**src/hw/rtl/seg_pkg.sv**
```systemverilog
// Package for the signed Elias gamma encoder.
// Holds the item type passed from the front part through the queue to the back part.
// No dependencies.
package seg_pkg;

    localparam int BYTE_W   = 8;
    localparam int CODE_W   = 32;   // code number u, at most 2^31
    localparam int LEN_W    = 6;    // significant bit count n, 1..32
    localparam int VALUE_W  = 31;

    typedef struct packed {
        logic                flush;
        logic [CODE_W-1:0]   code_num;
        logic [LEN_W-1:0]    code_len;
    } seg_item_t;

endpackage

```
**src/hw/rtl/signed_elias_gamma_encoder.sv**
```systemverilog
// Top level of the signed Elias gamma encoder.
// Instantiates seg_front, seg_queue and seg_back; depends on seg_pkg.
//
// Usage:
//   Input channel item_valid/item_ready carries value (31-bit signed) and flush.
//   A value item maps v to u (2|v| for negative v, 2v+1 otherwise) and appends the
//   Elias gamma code of u (n-1 zeros, then the n bits of u) to the bit stream.
//   A flush item pads the partial byte with zeros and sends it out.
//   Output channel byte_valid/byte_ready carries code_byte, packed first bit in
//   bit 7, and last_byte, set on the final byte caused by an item. Items that
//   complete no byte produce nothing.
// The first byte of an item, when nothing is ahead of it, passes the front register,
//   the queue, the back part's shift register and the output register.
// Throughput: the back part sends one byte per cycle while the receiver takes it; an
//   item that completes no byte only updates the pending bits, and the next item can
//   load as the final byte of an item goes out. An item produces at most 8 bytes. The
//   front accepts one item per cycle while the queue of QUEUE_DEPTH items has room.
// Reset clears the pending bits and empties the pipeline. When the receiver
//   stalls, the output byte holds, the back part waits, and the queue and front
//   register fill before item_ready drops.
module signed_elias_gamma_encoder
#(
    parameter int QUEUE_DEPTH = 2
)
(
    input  logic                               clk,
    input  logic                               rst_n,
    input  logic                               item_valid,
    output logic                               item_ready,
    input  logic signed [seg_pkg::VALUE_W-1:0] value,
    input  logic                               flush,
    output logic                               byte_valid,
    input  logic                               byte_ready,
    output logic [seg_pkg::BYTE_W-1:0]         code_byte,
    output logic                               last_byte
);

    logic               fq_valid;
    logic               fq_ready;
    seg_pkg::seg_item_t fq_item;
    logic               qb_valid;
    logic               qb_ready;
    seg_pkg::seg_item_t qb_item;

    seg_front u_front
    (
        .clk        (clk),
        .rst_n      (rst_n),
        .item_valid (item_valid),
        .item_ready (item_ready),
        .value      (value),
        .flush      (flush),
        .q_valid    (fq_valid),
        .q_ready    (fq_ready),
        .q_item     (fq_item)
    );

    seg_queue
    #(
        .DEPTH (QUEUE_DEPTH)
    )
    u_queue
    (
        .clk      (clk),
        .rst_n    (rst_n),
        .wr_valid (fq_valid),
        .wr_ready (fq_ready),
        .wr_item  (fq_item),
        .rd_valid (qb_valid),
        .rd_ready (qb_ready),
        .rd_item  (qb_item)
    );

    seg_back u_back
    (
        .clk        (clk),
        .rst_n      (rst_n),
        .q_valid    (qb_valid),
        .q_ready    (qb_ready),
        .q_item     (qb_item),
        .byte_valid (byte_valid),
        .byte_ready (byte_ready),
        .code_byte  (code_byte),
        .last_byte  (last_byte)
    );

endmodule

```
**src/hw/rtl/seg_front.sv**
```systemverilog
// Front part of the signed Elias gamma encoder: accepts items, maps the signed value
// to its code number and counts its significant bits. Depends on seg_pkg.
module seg_front
(
    input  logic                               clk,
    input  logic                               rst_n,
    input  logic                               item_valid,
    output logic                               item_ready,
    input  logic signed [seg_pkg::VALUE_W-1:0] value,
    input  logic                               flush,
    output logic                               q_valid,
    input  logic                               q_ready,
    output seg_pkg::seg_item_t                 q_item
);

    logic                            front_valid_reg;
    logic                            front_valid_next;
    seg_pkg::seg_item_t              item_reg;
    seg_pkg::seg_item_t              item_next;
    logic [seg_pkg::VALUE_W-1:0]     mag;
    logic [seg_pkg::CODE_W-1:0]      code_num;
    logic [seg_pkg::LEN_W-1:0]       code_len;

    assign item_ready = !front_valid_reg || q_ready;
    assign q_valid    = front_valid_reg;
    assign q_item     = item_reg;

    // Negative values map to twice the magnitude, others to twice plus one.
    always_comb
    begin
        mag = seg_pkg::VALUE_W'(-value);
        if (value[seg_pkg::VALUE_W-1])
        begin
            code_num = {mag, 1'b0};
        end
        else
        begin
            code_num = {value, 1'b1};
        end
    end

    always_comb
    begin
        code_len = '0;
        for (int i = 0; i < seg_pkg::CODE_W; i++)
        begin
            if (code_num[i])
            begin
                code_len = seg_pkg::LEN_W'(i + 1);
            end
        end
    end

    always_comb
    begin
        front_valid_next = front_valid_reg;
        item_next        = item_reg;
        if (item_valid && item_ready)
        begin
            front_valid_next   = 1'b1;
            item_next.flush    = flush;
            item_next.code_num = code_num;
            item_next.code_len = code_len;
        end
        else if (q_ready)
        begin
            front_valid_next = 1'b0;
        end
    end

    always_ff @(posedge clk or negedge rst_n)
    begin
        if (!rst_n)
        begin
            front_valid_reg <= 1'b0;
        end
        else
        begin
            front_valid_reg <= front_valid_next;
        end
    end

    always_ff @(posedge clk)
    begin
        item_reg <= item_next;
    end

endmodule

```
**src/hw/rtl/seg_queue.sv**
```systemverilog
// Short queue between the front and back parts of the signed Elias gamma encoder.
// Depends on seg_pkg for the item type.
module seg_queue
#(
    parameter int DEPTH = 2
)
(
    input  logic               clk,
    input  logic               rst_n,
    input  logic               wr_valid,
    output logic               wr_ready,
    input  seg_pkg::seg_item_t wr_item,
    output logic               rd_valid,
    input  logic               rd_ready,
    output seg_pkg::seg_item_t rd_item
);

    localparam int PTR_W = (DEPTH > 1) ? $clog2(DEPTH) : 1;
    localparam int CNT_W = $clog2(DEPTH + 1);

    seg_pkg::seg_item_t  entries [DEPTH];
    logic [PTR_W-1:0]    wr_ptr_reg;
    logic [PTR_W-1:0]    wr_ptr_next;
    logic [PTR_W-1:0]    rd_ptr_reg;
    logic [PTR_W-1:0]    rd_ptr_next;
    logic [CNT_W-1:0]    count_reg;
    logic [CNT_W-1:0]    count_next;
    logic                push;
    logic                pop;

    assign wr_ready = (count_reg != CNT_W'(DEPTH));
    assign rd_valid = (count_reg != '0);
    assign rd_item  = entries[rd_ptr_reg];
    assign push     = wr_valid && wr_ready;
    assign pop      = rd_valid && rd_ready;

    always_comb
    begin
        wr_ptr_next = wr_ptr_reg;
        rd_ptr_next = rd_ptr_reg;
        count_next  = count_reg;
        if (push)
        begin
            wr_ptr_next = (wr_ptr_reg == PTR_W'(DEPTH - 1)) ? '0 : wr_ptr_reg + 1'b1;
        end
        if (pop)
        begin
            rd_ptr_next = (rd_ptr_reg == PTR_W'(DEPTH - 1)) ? '0 : rd_ptr_reg + 1'b1;
        end
        if (push && !pop)
        begin
            count_next = count_reg + 1'b1;
        end
        else if (pop && !push)
        begin
            count_next = count_reg - 1'b1;
        end
    end

    always_ff @(posedge clk or negedge rst_n)
    begin
        if (!rst_n)
        begin
            wr_ptr_reg <= '0;
            rd_ptr_reg <= '0;
            count_reg  <= '0;
        end
        else
        begin
            wr_ptr_reg <= wr_ptr_next;
            rd_ptr_reg <= rd_ptr_next;
            count_reg  <= count_next;
        end
    end

    always_ff @(posedge clk)
    begin
        if (push)
        begin
            entries[wr_ptr_reg] <= wr_item;
        end
    end

    a_count_bound: assert property (@(posedge clk) disable iff (!rst_n)
        count_reg <= CNT_W'(DEPTH))
        else $error("queue count exceeds depth");

    a_full_no_grow: assert property (@(posedge clk) disable iff (!rst_n)
        (count_reg == CNT_W'(DEPTH)) && !pop |=> count_reg == CNT_W'(DEPTH))
        else $error("full queue changed without a pop");

    a_empty_stays: assert property (@(posedge clk) disable iff (!rst_n)
        (count_reg == '0) && !push |=> count_reg == '0)
        else $error("empty queue changed without a push");

endmodule

```
**src/hw/rtl/seg_back.sv**
```systemverilog
// Back part of the signed Elias gamma encoder: merges each code with the pending bits,
// emits complete bytes one per cycle unless stalled, keeps the partial byte. Depends on seg_pkg.
module seg_back
(
    input  logic                              clk,
    input  logic                              rst_n,
    input  logic                              q_valid,
    output logic                              q_ready,
    input  seg_pkg::seg_item_t                q_item,
    output logic                              byte_valid,
    input  logic                              byte_ready,
    output logic [seg_pkg::BYTE_W-1:0]        code_byte,
    output logic                              last_byte
);

    localparam int BW   = seg_pkg::BYTE_W;
    localparam int SR_W = 72;           // 7 pending bits plus a 63-bit code fit
    localparam int SH_W = 7;
    localparam int NB_W = 4;
    localparam int RM_W = 3;

    logic                busy_reg;
    logic                busy_next;
    logic [SR_W-1:0]     sr_reg;
    logic [SR_W-1:0]     sr_next;
    logic [NB_W-1:0]     nbytes_reg;
    logic [NB_W-1:0]     nbytes_next;
    logic [RM_W-1:0]     rem_reg;
    logic [RM_W-1:0]     rem_next;
    logic [BW-1:0]       pend_reg;
    logic [BW-1:0]       pend_next;
    logic [RM_W-1:0]     cnt_reg;
    logic [RM_W-1:0]     cnt_next;
    logic                out_valid_reg;
    logic                out_valid_next;
    logic [BW-1:0]       code_byte_reg;
    logic [BW-1:0]       code_byte_next;
    logic                last_byte_reg;
    logic                last_byte_next;

    logic                slot_free;
    logic                emit;
    logic                finishing;
    logic                take;
    logic [BW-1:0]       cur_pend;
    logic [RM_W-1:0]     cur_cnt;
    logic [SR_W-1:0]     sr_ld;
    logic [NB_W-1:0]     nb_ld;
    logic [RM_W-1:0]     rem_ld;
    logic [SH_W-1:0]     shift_amt;
    logic [SH_W-1:0]     total;
    logic [SH_W-1:0]     len2;

    // Pending bits are kept left-aligned in a byte; only the top cnt bits are valid.
    function automatic logic [BW-1:0] top_mask(input logic [RM_W-1:0] cnt);
        top_mask = ~({BW{1'b1}} >> cnt);
    endfunction

    assign slot_free  = !out_valid_reg || byte_ready;
    assign emit       = busy_reg && slot_free;
    assign finishing  = emit && (nbytes_reg == NB_W'(1));
    assign q_ready    = !busy_reg || finishing;
    assign take       = q_valid && q_ready;
    assign byte_valid = out_valid_reg;
    assign code_byte  = code_byte_reg;
    assign last_byte  = last_byte_reg;

    // The bits left over by the item in flight are forwarded so the next item can load
    // in the same cycle as the final byte goes out.
    always_comb
    begin
        if (finishing)
        begin
            cur_pend = sr_reg[SR_W-BW-1 -: BW] & top_mask(rem_reg);
            cur_cnt  = rem_reg;
        end
        else
        begin
            cur_pend = pend_reg;
            cur_cnt  = cnt_reg;
        end
    end

    // The code is n-1 zeros then u, i.e. u right-justified in a 2n-1 bit field placed
    // just after the pending bits.
    always_comb
    begin
        len2      = {1'b0, q_item.code_len} << 1;
        shift_amt = SH_W'(SR_W + 1) - {{(SH_W-RM_W){1'b0}}, cur_cnt} - len2;
        total     = {{(SH_W-RM_W){1'b0}}, cur_cnt} + len2 - SH_W'(1);
        if (q_item.flush)
        begin
            sr_ld  = {cur_pend, {(SR_W-BW){1'b0}}};
            nb_ld  = {{(NB_W-1){1'b0}}, (cur_cnt != '0)};
            rem_ld = '0;
        end
        else
        begin
            sr_ld  = {cur_pend, {(SR_W-BW){1'b0}}}
                   | ({{(SR_W-seg_pkg::CODE_W){1'b0}}, q_item.code_num} << shift_amt);
            nb_ld  = total[SH_W-1 -: NB_W];
            rem_ld = total[RM_W-1:0];
        end
    end

    always_comb
    begin
        busy_next   = busy_reg;
        sr_next     = sr_reg;
        nbytes_next = nbytes_reg;
        rem_next    = rem_reg;
        pend_next   = pend_reg;
        cnt_next    = cnt_reg;
        if (emit)
        begin
            sr_next     = sr_reg << BW;
            nbytes_next = nbytes_reg - 1'b1;
            if (finishing)
            begin
                busy_next = 1'b0;
                pend_next = cur_pend;
                cnt_next  = cur_cnt;
            end
        end
        if (take)
        begin
            if (nb_ld == '0)
            begin
                busy_next = 1'b0;
                pend_next = sr_ld[SR_W-1 -: BW] & top_mask(rem_ld);
                cnt_next  = rem_ld;
            end
            else
            begin
                busy_next   = 1'b1;
                sr_next     = sr_ld;
                nbytes_next = nb_ld;
                rem_next    = rem_ld;
            end
        end
    end

    always_comb
    begin
        out_valid_next = out_valid_reg;
        code_byte_next = code_byte_reg;
        last_byte_next = last_byte_reg;
        if (slot_free)
        begin
            out_valid_next = emit;
            code_byte_next = sr_reg[SR_W-1 -: BW];
            last_byte_next = (nbytes_reg == NB_W'(1));
        end
    end

    always_ff @(posedge clk or negedge rst_n)
    begin
        if (!rst_n)
        begin
            busy_reg      <= 1'b0;
            nbytes_reg    <= '0;
            rem_reg       <= '0;
            pend_reg      <= '0;
            cnt_reg       <= '0;
            out_valid_reg <= 1'b0;
        end
        else
        begin
            busy_reg      <= busy_next;
            nbytes_reg    <= nbytes_next;
            rem_reg       <= rem_next;
            pend_reg      <= pend_next;
            cnt_reg       <= cnt_next;
            out_valid_reg <= out_valid_next;
        end
    end

    always_ff @(posedge clk)
    begin
        sr_reg         <= sr_next;
        code_byte_reg  <= code_byte_next;
        last_byte_reg  <= last_byte_next;
    end

    a_busy_has_bytes: assert property (@(posedge clk) disable iff (!rst_n)
        busy_reg |-> (nbytes_reg != '0) && (nbytes_reg <= NB_W'(8)))
        else $error("busy with no bytes left or too many bytes");

    a_pend_clean: assert property (@(posedge clk) disable iff (!rst_n)
        (pend_reg & ~top_mask(cnt_reg)) == '0)
        else $error("pending byte has stray bits below its count");

    a_stall_holds: assert property (@(posedge clk) disable iff (!rst_n)
        busy_reg && !slot_free |=> busy_reg && $stable(nbytes_reg) && $stable(sr_reg))
        else $error("byte sequence advanced while the output was stalled");

endmodule
```
**config.mk**
```make
export PLATFORM = sky130hd
export DESIGN_NAME = signed_elias_gamma_encoder
export DESIGN_NICKNAME = d
export VERILOG_FILES = /design/src/hw/rtl/seg_pkg.sv /design/src/hw/rtl/signed_elias_gamma_encoder.sv /design/src/hw/rtl/seg_front.sv /design/src/hw/rtl/seg_queue.sv /design/src/hw/rtl/seg_back.sv
export SDC_FILE = /design/constraint.sdc
export NUM_CORES = 1
export LEC_CHECK = 0
export BUFFER_PORTS_ARGS = -buffer_cell sky130_fd_sc_hd__buf_2
export CAP_MARGIN = 40
export CORE_ASPECT_RATIO = 0.5
export CORE_MARGIN = 5
export CORE_UTILIZATION = 40
export CTS_CLUSTER_SIZE = 24
export DETAILED_ROUTE_END_ITERATION = 12
export PLACE_DENSITY_LB_ADDON = 0.2
export RECOVER_POWER = 50
export SYNTH_ARGS = -nofsm -noshare
export SYNTH_HDL_FRONTEND = slang
export SYNTH_SLANG_ARGS = --single-unit
```
**constraint.sdc**
```tcl
create_clock -name clk -period 10.43 [get_ports clk]
set_clock_uncertainty 0.2 [all_clocks]
set_input_delay 1.043 -clock clk [delete_from_list [all_inputs] [get_ports clk]]
set_output_delay 1.043 -clock clk [all_outputs]
set_load 0.05 [all_outputs]
```
Word level (Yosys, flattened, before mapping)
Memories as Yosys holds them, arrays and structs flattened.
Cells that the tools add are included.

cells by class
  equality and inequality tests = 2
  shifts and indexed selects = 3
  $add $sub $neg = 10
  bitwise operators = 6
  multiplexer cells = 63
  reduce and logical (&&, ||, !) cells = 24

operators with widths
  cell                                              count
  2-to-1 mux 72 bit                                 4
  2-to-1 mux 5 bit                                  16
  OR 72 bit                                         1
  << shifter 32 x 7 -> 72 bit                       1
  2-to-1 mux 4 bit                                  12
  2-to-1 mux 8 bit                                  5
  2-to-1 mux 32 bit                                 1
  negation 31 bit                                   1
  2-to-1 mux 3 bit                                  10
  bitwise AND 8 bit                                 2
  inverter 8 bit                                    2
  >> shifter 8 x 3 -> 8 bit, first input constant   2
  2-to-1 mux 1 bit                                  11
  nonzero test 2 bit                                5
  2-to-1 mux 2 bit                                  4
  adder 3 x 7 -> 7 bit                              1
  logical AND 1 bit                                 7
  subtractor 7 x 1 -> 7 bit, second input constant  1
  subtractor 7 x 3 -> 7 bit, first input constant   1
  subtractor 7 bit                                  1
  zero test 1 bit                                   5
  == test 4 x 1 -> 1 bit, second input constant     1
  zero test 4 bit                                   1
  AND reduction 2 bit                               2
  other kinds (8)                                   11

word-level totals
  input port bits = 36
  register bits = 145
  RAM bits = 78
  memories = 1

memory list
  name             depth  width  read ports  clocked after memory_dff  write ports  RTL line         text
  u_queue.entries  2      39     1           0                         1            seg_queue.sv:21  seg_pkg::seg_item_t entries [DEPTH];

Depth between registers and ports, before layout
  depth in word-level cells = 33
  mapped depth = 23

Modules after synthesis
From an unflattened synthesis, not the netlist that was laid out.

second synthesis, totals
  cells, all modules = 1,364
  area, all modules = 13,650.6 um^2

by module, submodules not included
  module     cells each  area each (um^2)  instances
  seg_back   906         7,526.0           1
  seg_front  319         3,091.7           1
  seg_queue  139         3,032.9           1

Worst setup path before layout
Ideal clock, no wire load.

  path kind = input to register
  from = input byte_ready
  to = register u_back.sr_reg[50]
  data required time = 10.108 ns
  stages = 19
  library setup time = 0.122 ns
  slack = 4.785 ns
  buffers on the path = 4
  arrival = 5.324 ns
  path through = and2b_1 buf_1 nor3_1 mux2i_1 ha_1 inv_1 clkbuf_1 buf_1 ha_1 fa_1 a21o_1 a21oi_1 xnor2_1 nand3_1 o2111ai_1 or2_2 clkbuf_1 nor2_1 a221o_1

on the way
  longest elaborated chain between the ends = 11
  elaborated cells between the ends (all ways) = 19

ends and longest elaborated chain
  item                         RTL line                          text
  start, declared              signed_elias_gamma_encoder.sv:33  input logic byte_ready,
  logical OR 1 bit *           seg_back.sv:59                    assign slot_free = !out_valid_reg || byte_ready;
  logical AND 1 bit *          seg_back.sv:60                    assign emit = busy_reg && slot_free;
  logical AND 1 bit            seg_back.sv:61                    assign finishing = emit && (nbytes_reg == NB_W'(1));
  2-to-1 mux 3 bit             seg_back.sv:72                    if (finishing)
  subtractor 7 x 3 -> 7 bit    seg_back.sv:89                    shift_amt = SH_W'(SR_W + 1) - {{(SH_W-RM_W){1'b0}}, cur_cnt} - len2;
  subtractor 7 bit             seg_back.sv:89
  << shifter 32 x 7 -> 72 bit  seg_back.sv:100                   | ({{(SR_W-seg_pkg::CODE_W){1'b0}}, q_item.code_num} << shift_amt);
  OR 72 bit                    seg_back.sv:100
  2-to-1 mux 72 bit            seg_back.sv:91                    if (q_item.flush)
  2-to-1 mux 72 bit            seg_back.sv:127                   if (nb_ld == '0)
  2-to-1 mux 72 bit *          seg_back.sv:125                   if (take)
  via u_back.sr_next[50]       seg_back.sv:25                    logic [SR_W-1:0] sr_next;
  end signal, assigned         seg_back.sv:180                   sr_reg <= sr_next;
  end, declared                seg_back.sv:24                    logic [SR_W-1:0] sr_reg;

The timed path passes the listed nets; every way through them passes the cells marked *.
A chain may end at the register's enable or synchronous reset.

Worst setup path after layout
  from = register u_back.nbytes_reg[1]
  to = register u_back.sr_reg[69]

on the way
  longest elaborated chain between the ends = 10
  elaborated cells between the ends (all ways) = 18

ends and longest elaborated chain
  item                         RTL line         text
  start, declared              seg_back.sv:26   logic [NB_W-1:0] nbytes_reg;
  start signal, assigned       seg_back.sv:170  nbytes_reg <= nbytes_next;
  == test 4 x 1 -> 1 bit *     seg_back.sv:61
  logical AND 1 bit *          seg_back.sv:61
  2-to-1 mux 3 bit             seg_back.sv:72
  subtractor 7 x 3 -> 7 bit    seg_back.sv:89
  subtractor 7 bit             seg_back.sv:89
  << shifter 32 x 7 -> 72 bit  seg_back.sv:100
  OR 72 bit                    seg_back.sv:100
  2-to-1 mux 72 bit            seg_back.sv:91
  2-to-1 mux 72 bit            seg_back.sv:127
  2-to-1 mux 72 bit *          seg_back.sv:125
  via u_back.sr_next[69]       seg_back.sv:25

Marked as above.

==> impl_metrics.py <==
metrics = {
    "status": {
        "status": "finished, violations left",
        "failed_checks": "max-capacitance violations, max-slew violations",
    },
    "placement": {
        "dpl.cell_count": 1734,
        "gp_congestion": 0.9815,
        "port_buffers": 46,
        "hpwl_um": 29050,
        "detailed_place.area_um2": 13750,
    },
    "sta": {
        "slew_violations": 106,
        "tightestPinTransition_ns": 1.716,
        "fmax_mhz": 147.6,
        "period_share_pct": 64.96,
        "finalHoldViolations": 0,
        "slew_headroom_pct": -14.43,
        "grt_setup_unrepaired": "no",
        "fin_setup_tns_ns": 0,
        "post-route-min-period_ns": 6.775,
        "setup-violations-final": 0,
    },
    "floorplanning": {
        "fp.dieH_um": 138.1,
        "dieArea_um2": 36770,
        "start_util_pct": 41.03,
        "die-width_um": 266.2,
        "core_um2": 32000,
        "ios": 47,
        "num_rows": 46,
    },
    "setup_path": {
        "worstPathArrival_ns": 6.95,
        "cp_max_fo": 50,
        "cp-end-kind": "register",
        "path_class": "reg -> reg",
        "cp-start-kind": "register",
        "critPathRequiredTime_ns": 10.61,
    },
    "finish": {
        "area_delta_synth_final_pct": 10.36,
        "finalInstanceArea_um2": 14490,
        "nFillCells": 3094,
        "final_cell_mix": "nand2_1 (137), edfxtp_1 (126), mux2i_1 (103), nor2_1 (90), o21ai_0 (84)",
        "layout_commonest_cell": "nand2_1",
        "antennaDiodeCount": 0,
        "stdcell_count": 1774,
        "largest_reg_flops": 78,
        "drive_above_1_share_pct": 13.56,
        "nets": 1379,
    },
    "detailed_routing": {
        "wl_per_cell_um": 22.17,
        "drtIter0Drc": 1119,
        "remaining_drc_errors": 0,
        "firstDrtPassIters": 6,
        "ant_nets": 0,
        "viasPerCell": 6.049,
        "via_count": 10730,
        "wirelength_um": 39320,
    },
    "clock_network": {
        "clk_latency_ns": 0.52,
        "path_clk_slew_ns": 0.07,
        "cts.sinks": 223,
        "cts_max_level": 1,
        "ctsResizeCount": 0,
        "cts_tree": "built",
        "cts_buffer_depth": 3,
        "cts_hold_buf": 0,
        "cts_setup_buffers": 0,
        "root_buffer": "clkbuf_16",
        "cts_buffers": 22,
    },
    "global_routing": {
        "grt_first_pass_wirelength_um": 60950,
        "grt_max_degree": 75,
        "grt_overflow": 0,
        "antenna_found_initial": 0,
        "grt_util_all_layers_pct": 20.55,
        "grt_pass1_vias": 9970,
    },
    "logic_synthesis": {
        "synth-seq-cells": 223,
        "syn-instance-count": 1324,
        "synth_fp_nets": 1377,
        "async_flop_share_pct": 11.21,
        "synth_flop_cell": "edfxtp_1",
        "synth-seq-area-share_pct": 44.55,
        "ys_warn_count": 0,
        "synthDistinctLibCells": 93,
        "synthesis.area_um2": 13130,
        "synth-edff-count": 126,
        "avgSynthCellArea_um2": 9.918,
    },
    "job": {
        "maxCapViolations": 3,
    },
    "worst_hold_path": {
        "hold_class": "reg -> reg",
    },
}
## cells in the mapped netlist (6+ instances only)
cell,n,share of area (%)
nand2_1,137,3.9
and2_1,7,0.33
o21ai_1,7,0.27
xor2_1,17,1.1
nor4_1,15,0.71
dfxtp_1,72,11
mux2_2,28,2.4
a211oi_1,12,0.69
a31oi_1,9,0.43
inv_1,41,1.2
and3_1,7,0.33
edfxtp_1,126,29
a221oi_1,7,0.47
clkbuf_1,51,1.5
a21oi_1,68,2.6
o22a_1,8,0.53
mux2i_1,103,7.9
o32ai_1,6,0.40
buf_6,6,0.51
nand2b_1,10,0.48
nand3_1,29,1.1
a31o_2,7,0.47
o221ai_1,13,0.87
xnor2_1,33,2.2
o2bb2ai_1,8,0.53
o31ai_1,20,1.1
buf_2,19,0.72
ha_1,15,1.4
nor3_1,31,1.2
dfrtp_1,25,4.8
buf_1,11,0.31
o22ai_1,39,1.9
o211ai_1,8,0.46
nand4_1,8,0.38
o21a_1,7,0.40
or3_1,10,0.48
a21o_1,12,0.69
nor2_1,92,2.6
mux4_2,12,2.1
o21ai_0,84,3.2
or2_2,8,0.38
## routing by layer
metal,vias up,part of all wire (%),global-route usage (%)
met1,5253,49,32.15
li1,5004,-,-
met5,-,0,0
met4,0,2.4,5.196
met2,421,42,29.62
met3,53,6.5,3.067
## layout make-up
cell class,count,area (um2),area share [%]
Timing Repair Buffer,66,392.9,2.711
Multi-Input combinational cell,968,6749,46.57
Tap cell,432,540.5,3.730
Sequential cell,223,5852,40.38
Clock buffer,27,590.6,4.075
Clock inverter,13,193.9,1.338
Inverter,45,172.7,1.192
## metrics by stage
stage	setup WS, ns	hold slack, ns	utilization [%]
final	3.655	0.2360	45.28
after global routing	3.240	0.2433	45.28
after CTS	3.900	0.2384	45.43
after detailed placement	3.446	0.2312	42.98
after global placement	3.314	0.2246	42.71
after floorplan	4.785	0.2080	-
## critical path: stages, from the launching register on
cell      delay, ns
dfrtp_1        0.40
inv_1          0.09
ha_1           0.15
or3b_1         0.59
nor3_1         0.75
mux2i_1        0.21
ha_1           0.32
buf_4          0.46
fa_1           0.51
buf_4          0.28
inv_1          0.38
buf_16         0.22
nand2_1        0.06
a211oi_1       0.51
nor2_1         0.14
a211oi_1       0.53
nand2_1        0.14
a311oi_1       0.48
o22ai_1        0.15
## final timing paths
| kind | start | endpoint | slack (ns) | depth (start not counted) |
|---|---|---|---|---|
| worst max-delay path | u_back.nbytes_reg[1] | u_back.sr_reg[69] | 3.66 | 18 |
| worst min-delay path | u_front.q_item[5] | u_queue.entries[1][5] | 0.24 | 0 |
| worst max register to register | u_back.nbytes_reg[1] | u_back.sr_reg[69] | 3.66 | 18 |
| worst min register to register | u_front.q_item[5] | u_queue.entries[1][5] | 0.24 | 0 |
| max in group asynchronous | rst_n | u_queue.rd_ptr_reg | 8.43 | 1 |
| min in group asynchronous | rst_n | u_back.rem_reg[0] | 0.64 | 1 |
## logic make-up after synthesis
family	share of synthesized area [%]
buffers and inverters	4.383
AOI/OAI and AO/OA	20.16
xor gates and xnor gates	3.335
muxes	12.42
adders and majority gates	1.734
DFF	44.55
and+or+nand+nor	13.41
Power is not shown: default switching activity piles up to over one toggle a cycle in this logic, so the estimate is an artifact.
